[src/hw/rtl/agms_pkg.sv]
// Shared codes, constants and phase tables for the arm grab motion sequencer.
package agms_pkg;

    localparam int ANGLE_W = 16;
    localparam int TOL_W   = 10;
    localparam int CNT_W   = 16;
    localparam int CUR_W   = 15;
    localparam int PHASE_W = 4;
    localparam int FUNC_W  = 2;
    localparam int FAULT_W = 2;
    localparam int CIDX_W  = 3;
    localparam int CDATA_W = 16;
    localparam int IN_W    = 16;
    localparam int OUT_W   = 24;

    localparam logic [FUNC_W-1:0] FUNC_TICK  = 2'd0;
    localparam logic [FUNC_W-1:0] FUNC_START = 2'd1;
    localparam logic [FUNC_W-1:0] FUNC_ESTOP = 2'd2;

    localparam logic [FAULT_W-1:0] FAULT_NONE    = 2'd0;
    localparam logic [FAULT_W-1:0] FAULT_REFUSED = 2'd1;
    localparam logic [FAULT_W-1:0] FAULT_ABORTED = 2'd2;

    localparam logic [CIDX_W-1:0] REG_HOME_ANGLE      = 3'd0;
    localparam logic [CIDX_W-1:0] REG_START_TOLERANCE = 3'd1;
    localparam logic [CIDX_W-1:0] REG_HOME_TOLERANCE  = 3'd2;
    localparam logic [CIDX_W-1:0] REG_SAMPLE_INTERVAL = 3'd3;
    localparam logic [CIDX_W-1:0] REG_HOLD_TICKS      = 3'd4;

    localparam logic [PHASE_W-1:0] PH_IDLE       = 4'd0;
    localparam logic [PHASE_W-1:0] PH_HOME_CHECK = 4'd1;
    localparam logic [PHASE_W-1:0] PH_DESCEND    = 4'd2;
    localparam logic [PHASE_W-1:0] PH_COAST      = 4'd3;
    localparam logic [PHASE_W-1:0] PH_BRAKE      = 4'd4;
    localparam logic [PHASE_W-1:0] PH_SETTLE     = 4'd5;
    localparam logic [PHASE_W-1:0] PH_CLAMP      = 4'd6;
    localparam logic [PHASE_W-1:0] PH_LIFT       = 4'd7;
    localparam logic [PHASE_W-1:0] PH_LIFT_COAST = 4'd8;
    localparam logic [PHASE_W-1:0] PH_TOP_HOLD   = 4'd9;
    localparam logic [PHASE_W-1:0] PH_RETURN     = 4'd10;
    localparam logic [PHASE_W-1:0] PH_LAST       = 4'd10;

    localparam logic signed [CUR_W-1:0] CUR_ZERO    = 15'sd0;
    localparam logic signed [CUR_W-1:0] CUR_DESCEND = -15'sd2000;
    localparam logic signed [CUR_W-1:0] CUR_BRAKE   = 15'sd800;
    localparam logic signed [CUR_W-1:0] CUR_LIFT    = 15'sd10000;
    localparam logic signed [CUR_W-1:0] CUR_RETURN  = -15'sd8000;

    localparam logic signed [ANGLE_W-1:0] TH_DESCEND    = -16'sd65;
    localparam logic signed [ANGLE_W-1:0] TH_COAST      = -16'sd95;
    localparam logic signed [ANGLE_W-1:0] TH_BRAKE      = -16'sd150;
    localparam logic signed [ANGLE_W-1:0] TH_LIFT       = -16'sd67;
    localparam logic signed [ANGLE_W-1:0] TH_LIFT_COAST = -16'sd40;
    localparam logic signed [ANGLE_W-1:0] TH_RETURN     = -16'sd65;

    localparam logic signed [ANGLE_W-1:0] HOME_ANGLE_RST      = 16'sd0;
    localparam logic [TOL_W-1:0]          START_TOLERANCE_RST = 10'd100;
    localparam logic [TOL_W-1:0]          HOME_TOLERANCE_RST  = 10'd5;
    localparam logic [CNT_W-1:0]          SAMPLE_INTERVAL_RST = 16'd10;
    localparam logic [CNT_W-1:0]          HOLD_TICKS_RST      = 16'd2000;

    typedef struct packed {
        logic [PHASE_W-1:0]      phase;
        logic signed [CUR_W-1:0] target;
        logic                    set_target;
        logic                    strobe;
        logic                    clamp_set;
        logic                    clamp_clr;
        logic                    hold_clr;
        logic                    int_clr;
    } enter_t;

    function automatic logic is_motion(input logic [PHASE_W-1:0] p);
        logic r;
        case (p)
            PH_DESCEND, PH_COAST, PH_BRAKE, PH_LIFT, PH_LIFT_COAST, PH_RETURN: r = 1'b1;
            default: r = 1'b0;
        endcase
        return r;
    endfunction

    function automatic logic signed [CUR_W-1:0] motion_current(input logic [PHASE_W-1:0] p);
        logic signed [CUR_W-1:0] r;
        case (p)
            PH_DESCEND: r = CUR_DESCEND;
            PH_BRAKE:   r = CUR_BRAKE;
            PH_LIFT:    r = CUR_LIFT;
            PH_RETURN:  r = CUR_RETURN;
            default:    r = CUR_ZERO;
        endcase
        return r;
    endfunction

    function automatic logic motion_cond(input logic [PHASE_W-1:0] p,
                                         input logic signed [ANGLE_W-1:0] a);
        logic r;
        case (p)
            PH_DESCEND:    r = a > TH_DESCEND;
            PH_COAST:      r = a > TH_COAST;
            PH_BRAKE:      r = a > TH_BRAKE;
            PH_LIFT:       r = a < TH_LIFT;
            PH_LIFT_COAST: r = a < TH_LIFT_COAST;
            PH_RETURN:     r = a > TH_RETURN;
            default:       r = 1'b0;
        endcase
        return r;
    endfunction

endpackage

[src/hw/rtl/arm_grab_motion_sequencer.sv]
// Top level of the arm grab motion sequencer: request handshakes, state and result register.
//
// Usage:
//   Input requests arrive on s_tvalid/s_tready; s_tuser carries the function code
//   (tick, start, emergency stop) and s_tdata the measured motor angle.
//   One result leaves per request on m_tvalid/m_tready, m_tdata carrying drive
//   current, send strobe, clamp state, running flag, phase and fault.
//   Configuration registers are written on cfg_valid/cfg_ready with cfg_index and
//   cfg_data; cfg_ready is always high. Write them only while no request is in flight.
// Path: a taken request is held in the input register, then its result in the result register.
// Throughput: one request per cycle while m_tready is high; the whole sequencing step for a request is one
//   pass through the phase compare chain between the input and result registers.
// Stall: when m_tready is low the result holds, one more request sits in the input
//   register, and s_tready then drops until the result is taken.
// Reset: aresetn low at an edge clears both valid flags, returns the sequence to idle
//   with zero drive and relaxed clamp, and restores the configuration defaults.
module arm_grab_motion_sequencer (
    input  logic                          aclk,
    input  logic                          aresetn,
    input  logic                          s_tvalid,
    output logic                          s_tready,
    // motor_angle[15:0]
    input  logic [agms_pkg::IN_W-1:0]     s_tdata,
    // func[1:0]
    input  logic [agms_pkg::FUNC_W-1:0]   s_tuser,
    output logic                          m_tvalid,
    input  logic                          m_tready,
    // drive_current[14:0], send_strobe[15], clamp_closed[16], running[17],
    // current_phase[21:18], fault[23:22]
    output logic [agms_pkg::OUT_W-1:0]    m_tdata,
    input  logic                          cfg_valid,
    output logic                          cfg_ready,
    input  logic [agms_pkg::CIDX_W-1:0]   cfg_index,
    input  logic [agms_pkg::CDATA_W-1:0]  cfg_data
);

    logic                                   in_valid_reg, in_valid_next;
    logic [agms_pkg::FUNC_W-1:0]            func_reg;
    logic signed [agms_pkg::ANGLE_W-1:0]    angle_reg;
    logic                                   out_valid_reg, out_valid_next;
    logic [agms_pkg::OUT_W-1:0]             out_data_reg, out_data_next;

    logic signed [agms_pkg::ANGLE_W-1:0]    home_angle_reg;
    logic [agms_pkg::TOL_W-1:0]             start_tol_reg;
    logic [agms_pkg::TOL_W-1:0]             home_tol_reg;
    logic [agms_pkg::CNT_W-1:0]             interval_ticks_reg;
    logic [agms_pkg::CNT_W-1:0]             hold_ticks_reg;

    logic [agms_pkg::PHASE_W-1:0]           phase_reg, phase_next;
    logic [agms_pkg::CNT_W-1:0]             interval_count_reg, interval_count_next;
    logic [agms_pkg::CNT_W-1:0]             hold_count_reg, hold_count_next;
    logic signed [agms_pkg::CUR_W-1:0]      target_reg, target_next;
    logic                                   clamp_reg, clamp_next;

    logic                                   s_accept;
    logic                                   proc;
    logic                                   cfg_write;

    logic signed [agms_pkg::ANGLE_W:0]      diff;
    logic [agms_pkg::ANGLE_W:0]             abs_diff;
    logic [agms_pkg::CNT_W-1:0]             ival;
    logic [agms_pkg::CNT_W-1:0]             hval;
    logic [agms_pkg::CNT_W:0]               interval_inc;
    logic [agms_pkg::CNT_W:0]               hold_inc;
    logic [agms_pkg::PHASE_W-1:0]           enter_from;
    agms_pkg::enter_t                       ent;

    function automatic agms_pkg::enter_t enter_phase(
        input logic [agms_pkg::PHASE_W-1:0]        p_in,
        input logic signed [agms_pkg::ANGLE_W-1:0] a
    );
        agms_pkg::enter_t             r;
        logic [agms_pkg::PHASE_W-1:0] p;
        logic                         done;
        r            = '0;
        r.phase      = p_in;
        r.target     = agms_pkg::CUR_ZERO;
        p            = p_in;
        done         = 1'b0;
        for (int k = 0; k < 4; k++) begin
            if (!done) begin
                if (p > agms_pkg::PH_LAST) begin
                    r.clamp_clr  = 1'b1;
                    r.set_target = 1'b1;
                    r.target     = agms_pkg::CUR_ZERO;
                    r.strobe     = 1'b1;
                    r.phase      = agms_pkg::PH_IDLE;
                    done         = 1'b1;
                end else if (agms_pkg::is_motion(p)) begin
                    if (agms_pkg::motion_cond(p, a)) begin
                        r.set_target = 1'b1;
                        r.target     = agms_pkg::motion_current(p);
                        r.strobe     = 1'b1;
                        r.phase      = p;
                        r.int_clr    = 1'b1;
                        done         = 1'b1;
                    end else begin
                        p = p + 4'd1;
                    end
                end else begin
                    if (p == agms_pkg::PH_CLAMP) begin
                        r.clamp_set = 1'b1;
                    end else begin
                        r.set_target = 1'b1;
                        r.target     = agms_pkg::CUR_ZERO;
                        r.strobe     = 1'b1;
                    end
                    r.phase    = p;
                    r.hold_clr = 1'b1;
                    done       = 1'b1;
                end
            end
        end
        return r;
    endfunction

    assign cfg_ready = 1'b1;
    assign cfg_write = cfg_valid && cfg_ready;
    assign proc      = in_valid_reg && (!out_valid_reg || m_tready);
    assign s_tready  = !in_valid_reg || proc;
    assign s_accept  = s_tvalid && s_tready;
    assign m_tvalid  = out_valid_reg;
    assign m_tdata   = out_data_reg;

    assign diff     = {angle_reg[agms_pkg::ANGLE_W-1], angle_reg}
                    - {home_angle_reg[agms_pkg::ANGLE_W-1], home_angle_reg};
    assign abs_diff = diff[agms_pkg::ANGLE_W] ? (~diff + 17'sd1) : diff;

    assign ival         = (interval_ticks_reg == '0) ? 16'd1 : interval_ticks_reg;
    assign hval         = (hold_ticks_reg == '0) ? 16'd1 : hold_ticks_reg;
    assign interval_inc = {1'b0, interval_count_reg} + 17'd1;
    assign hold_inc     = {1'b0, hold_count_reg} + 17'd1;
    assign enter_from   = (phase_reg == agms_pkg::PH_HOME_CHECK) ? agms_pkg::PH_DESCEND
                                                                 : phase_reg + 4'd1;
    assign ent          = enter_phase(enter_from, angle_reg);

    always_comb begin
        logic                          strobe;
        logic                          do_enter;
        logic [agms_pkg::FAULT_W-1:0]  fault;
        phase_next          = phase_reg;
        interval_count_next = interval_count_reg;
        hold_count_next     = hold_count_reg;
        target_next         = target_reg;
        clamp_next          = clamp_reg;
        strobe              = 1'b0;
        do_enter            = 1'b0;
        fault               = agms_pkg::FAULT_NONE;
        case (func_reg)
            agms_pkg::FUNC_START: begin
                if (phase_reg == agms_pkg::PH_IDLE &&
                    abs_diff <= {7'd0, start_tol_reg}) begin
                    phase_next = agms_pkg::PH_HOME_CHECK;
                end else begin
                    fault = agms_pkg::FAULT_REFUSED;
                end
            end
            agms_pkg::FUNC_ESTOP: begin
                target_next = agms_pkg::CUR_ZERO;
                strobe      = 1'b1;
                phase_next  = agms_pkg::PH_IDLE;
            end
            agms_pkg::FUNC_TICK: begin
                if (phase_reg == agms_pkg::PH_HOME_CHECK) begin
                    if (abs_diff <= {7'd0, home_tol_reg}) begin
                        do_enter = 1'b1;
                    end else begin
                        target_next = agms_pkg::CUR_ZERO;
                        strobe      = 1'b1;
                        phase_next  = agms_pkg::PH_IDLE;
                        fault       = agms_pkg::FAULT_ABORTED;
                    end
                end else if (agms_pkg::is_motion(phase_reg)) begin
                    if (interval_inc >= {1'b0, ival}) begin
                        interval_count_next = '0;
                        if (agms_pkg::motion_cond(phase_reg, angle_reg)) begin
                            strobe = 1'b1;
                        end else begin
                            do_enter = 1'b1;
                        end
                    end else begin
                        interval_count_next = interval_inc[agms_pkg::CNT_W-1:0];
                    end
                end else if (phase_reg != agms_pkg::PH_IDLE) begin
                    if (hold_inc >= {1'b0, hval}) begin
                        hold_count_next = hold_inc[agms_pkg::CNT_W-1:0];
                        do_enter        = 1'b1;
                    end else begin
                        hold_count_next = hold_inc[agms_pkg::CNT_W-1:0];
                    end
                end
            end
            default: begin
            end
        endcase
        if (do_enter) begin
            phase_next = ent.phase;
            if (ent.set_target) begin
                target_next = ent.target;
            end
            if (ent.strobe) begin
                strobe = 1'b1;
            end
            if (ent.clamp_set) begin
                clamp_next = 1'b1;
            end
            if (ent.clamp_clr) begin
                clamp_next = 1'b0;
            end
            if (ent.hold_clr) begin
                hold_count_next = '0;
            end
            if (ent.int_clr) begin
                interval_count_next = '0;
            end
        end
        out_data_next = {fault, phase_next, (phase_next != agms_pkg::PH_IDLE),
                         clamp_next, strobe, target_next};
    end

    always_comb begin
        in_valid_next = in_valid_reg;
        if (s_accept) begin
            in_valid_next = 1'b1;
        end else if (proc) begin
            in_valid_next = 1'b0;
        end
        out_valid_next = out_valid_reg;
        if (proc) begin
            out_valid_next = 1'b1;
        end else if (m_tready) begin
            out_valid_next = 1'b0;
        end
    end

    always_ff @(posedge aclk) begin
        if (!aresetn) begin
            in_valid_reg       <= 1'b0;
            out_valid_reg      <= 1'b0;
            phase_reg          <= agms_pkg::PH_IDLE;
            interval_count_reg <= '0;
            hold_count_reg     <= '0;
            target_reg         <= agms_pkg::CUR_ZERO;
            clamp_reg          <= 1'b0;
            home_angle_reg     <= agms_pkg::HOME_ANGLE_RST;
            start_tol_reg      <= agms_pkg::START_TOLERANCE_RST;
            home_tol_reg       <= agms_pkg::HOME_TOLERANCE_RST;
            interval_ticks_reg <= agms_pkg::SAMPLE_INTERVAL_RST;
            hold_ticks_reg     <= agms_pkg::HOLD_TICKS_RST;
        end else begin
            in_valid_reg  <= in_valid_next;
            out_valid_reg <= out_valid_next;
            if (proc) begin
                phase_reg          <= phase_next;
                interval_count_reg <= interval_count_next;
                hold_count_reg     <= hold_count_next;
                target_reg         <= target_next;
                clamp_reg          <= clamp_next;
            end
            if (cfg_write) begin
                case (cfg_index)
                    agms_pkg::REG_HOME_ANGLE:      home_angle_reg     <= cfg_data;
                    agms_pkg::REG_START_TOLERANCE: start_tol_reg      <= cfg_data[agms_pkg::TOL_W-1:0];
                    agms_pkg::REG_HOME_TOLERANCE:  home_tol_reg       <= cfg_data[agms_pkg::TOL_W-1:0];
                    agms_pkg::REG_SAMPLE_INTERVAL: interval_ticks_reg <= cfg_data;
                    agms_pkg::REG_HOLD_TICKS:      hold_ticks_reg     <= cfg_data;
                    default: begin
                    end
                endcase
            end
        end
    end

    always_ff @(posedge aclk) begin
        if (s_accept) begin
            func_reg  <= s_tuser;
            angle_reg <= s_tdata;
        end
        if (proc) begin
            out_data_reg <= out_data_next;
        end
    end

endmodule

[config.mk]
export PLATFORM = sky130hd
export DESIGN_NAME = arm_grab_motion_sequencer
export DESIGN_NICKNAME = d
export VERILOG_FILES = /design/src/hw/rtl/agms_pkg.sv /design/src/hw/rtl/arm_grab_motion_sequencer.sv
export SDC_FILE = /design/constraint.sdc
export NUM_CORES = 1
export LEC_CHECK = 0
export BUFFER_PORTS_ARGS = -buffer_cell sky130_fd_sc_hd__buf_4
export CAP_MARGIN = 20
export CORE_ASPECT_RATIO = 0.6
export CORE_MARGIN = 2
export CORE_UTILIZATION = 35
export CTS_CLUSTER_DIAMETER = 120
export DETAILED_ROUTE_END_ITERATION = 12
export PLACE_DENSITY_LB_ADDON = 0.08
export SETUP_SLACK_MARGIN = 0.4
export SYNTH_ARGS = -nofsm -noshare
export SYNTH_HDL_FRONTEND = slang
export SYNTH_SLANG_ARGS = --single-unit
[constraint.sdc]
create_clock -name aclk -period 10.25 [get_ports aclk]
set_clock_uncertainty 0.1 [all_clocks]
set_input_delay 0.5125 -clock aclk [delete_from_list [all_inputs] [get_ports aclk]]
set_output_delay 0.5125 -clock aclk [all_outputs]
set_load 0.01 [all_outputs]
==> metrics.cfg <==
[route]
vias_per_cell=5.54
ant_nets=0
wire_per_inst_um=19.7
drt_iter0_drc=991
num_vias=10636
routed_wl_mm=37.9
firstDrtPassIters=5
post-route-drc-count=0

[setup_path]
r2r_slack_ns=1.03
end_kind=flop
worstPathMaxFanout=17
rr_worst_depth=27
rr_startpoint=phase_reg[0]
crit_type=flop to flop
crit_required_ns=10.32
crit_path_end=m_tdata[17]
reg2reg_to=m_tdata[17]
worstSetupStartpoint=phase_reg[0]
crit_path_start_kind=flop
worstPathArrival_ns=9.29

[die]
die_y_um=145
dieArea_mm2=0.0347
start_util=0.356
die_w_um=239
num_rows=51
io_pins=69
core_area_mm2=0.0325

[sta]
fmax_mhz=108
min_period_ns=9.22
worst_pin_slew_ns=0.920
setup_viol_count_final=0
slew_headroom=0.387
rsz0062_at_grt=false
slew_violations=0
post-route-period-util=0.899
hold_viol_final=0
setup_tns_ns=0

[job]
maxCapViolCount=0

[global_routing]
grt_pass1_vias=9827
grt_pass1_wl_mm=59.2
grt_max_degree=76
grt_util_all_layers=0.221
grt_overflow=0
antenna_found_initial=1

[finish]
largest_reg_flops=24
n_fill_cell=3369
drive_gt1_frac=0.115
stdcell_count=1919
areaGrowthSynthToFinish_pct=12.6
final_area_mm2=0.0131
postLayoutCoreUtil=0.401
nNetsFinal=1606

[min_path]
hold_path_depth=1
min_path_type=input pin to flop

[cts]
insertion_delay_ns=0.46
cts_buffers=17
cts_tree=yes
clk_pin_slew_ns=0.08
cts_setup_buffers=0
htreeDepth=4
cts_hold_buf=0
clock-sinks=164
cts_max_path_buffers=2
cts-root-buf=clkbuf_16
ctsResizeCount=0

[logic_synthesis]
seq_area_frac_synth=0.319
synth_top_cell_by_area=dfxtp_1
syn_area_per_cell_um2=8.03
ys_ff_latch=164
ys_warn_count=0
synth_enable_flop_cells=42
syn_area_mm2=0.0116
yosysTopAreaCellShare=0.211
synth_ff_type=dfxtp_1
synthDistinctLibCells=111
synth_area_leaders=dfxtp_1 (21%), edfxtp_1 (11%), ha_1 (8.8%)
synth_nets=1569
async_reset_ff_frac=0
postSynthCellCount=1444

[placement]
dp_hpwl_mm=29.3
io_buffer_count=67
globalplace.congestion=0.957
placed_cells=1886
place_area_mm2=0.0124

[pwr]
power.leakage_uw=0.00520
vdd.ir_drop.worst_uv=106
p_per_area_mw_per_mm2=144

[run_status]
outcome=completed

[cell usage in the layout (no fill, tap or decap), types with 14 or more instances in the layout]
cell type / count
nand2_1: 218
dfxtp_1: 122
a21oi_1: 121
nor2_1: 117
inv_1: 96
ha_1: 82
buf_4: 74
nand3_1: 51
o21ai_0: 43
edfxtp_1: 42
xnor2_1: 34
nor3_1: 29
nor2b_1: 29
xor2_1: 26
o211ai_1: 25
o21a_1: 21
and2_1: 20
and3_1: 20
a21o_1: 19
nor4_1: 18
or2_2: 18
clkbuf_16: 17
nand4_1: 16
a22oi_1: 14
[synth_stat cells, types with 8 or more instances]
master      n
a21o_1     19
a21oi_1   121
a22oi_1    14
a31oi_1    12
and2_1     20
and3_1     20
buf_2       8
clkbuf_1   37
dfxtp_1   122
edfxtp_1   42
ha_1       82
inv_1      97
mux2i_1     8
nand2_1   218
nand2b_1   10
nand3_1    51
nand4_1    16
nor2_1    117
nor2b_1    29
nor3_1     29
nor4_1     18
o211ai_1   25
o21a_1     21
o21ai_0    43
o22ai_1    12
o31ai_1    12
or2_2      18
xnor2_1    34
xor2_1     26
[critical path: stages (launching register included)]
cell	delay [ns]
dfxtp_1	0.64
ha_1	0.44
nand2b_2	0.26
o22ai_1	0.10
a22o_1	0.25
a32oi_1	0.48
nand4_1	0.26
or2_2	0.40
xnor2_1	0.24
inv_1	0.10
ha_1	0.31
a22o_1	0.28
nor2_1	0.17
a221oi_4	0.11
mux2i_4	0.41
a31oi_2	0.25
o31ai_4	0.41
inv_2	0.25
ha_1	0.34
a22o_1	0.27
nor4_1	0.38
a41o_1	0.55
mux2i_1	0.15
a2111oi_1	0.51
a21o_1	0.31
o41ai_1	0.12
a311oi_1	0.63
nand4b_1	0.18
[per-layer routing]
metal,global-route usage,routed length (µm),vias to the layer above
li1,-,-,5257
met1,0.361,20500,5033
met2,0.268,13700,317
met3,0.0696,3170,29
met4,0.0472,486,0
met5,0,0,-
[area by class of cell]
class                           instances  area, µm²  area share
Clock inverter                         15        208      0.0159
Timing Repair Buffer                   74        556      0.0425
Antenna cell                            1       2.50    0.000192
Inverter                               99        372      0.0284
Clock buffer                           17        425      0.0326
Sequential cell                       164       3700       0.283
Multi-Input combinational cell       1125       7270       0.556
Tap cell                              424        531      0.0406
[power breakdown]
group,internal [µW],switching (µW)
Sequential,680,14.7
Combinational,182,341
Clock,333,337
[worst min-delay path by stage]
| stage | start | slack [ns] | to |
|---|---|---|---|
| floorplan | target_reg[10] | 0.34 | target_reg[10] |
| global placement | start_tol_reg[3] | 0.34 | start_tol_reg[3] |
| detailed placement | target_reg[4] | 0.35 | target_reg[4] |
| CTS | s_tdata[8] | 0.10 | angle_reg[8] |
| global route | s_tdata[8] | 0.1 | angle_reg[8] |
| finish | s_tdata[10] | 0.13 | angle_reg[10] |
[metrics by stage]
step | setup WS, ns | power, µW | hold slack, ns
6_report | 1.03 | 1890 | 0.128
5_1_grt | 0.515 | 1980 | 0.0980
4_1_cts | 1.32 | 1890 | 0.104
3_5_place_dp | 1.35 | 1220 | 0.348
3_3_place_gp | 1.59 | 1220 | 0.344
2_1_floorplan | 2.90 | 1070 | 0.336
[cells by family (layout without fill, tap and decap cells)]
| group | count (synthesis) | count (layout) | synth area share |
|---|---|---|---|
| simple gates | 588 | 588 | 0.248 |
| other cells | 1 | 2 | 0.000323 |
| compound gates | 379 | 379 | 0.228 |
| xor+xnor | 61 | 61 | 0.0467 |
| flops | 164 | 164 | 0.319 |
| buf+inv | 155 | 205 | 0.0542 |
| fa+ha+maj | 83 | 83 | 0.0902 |
| mux | 13 | 13 | 0.0133 |
(Power assumes the default switching activity.)
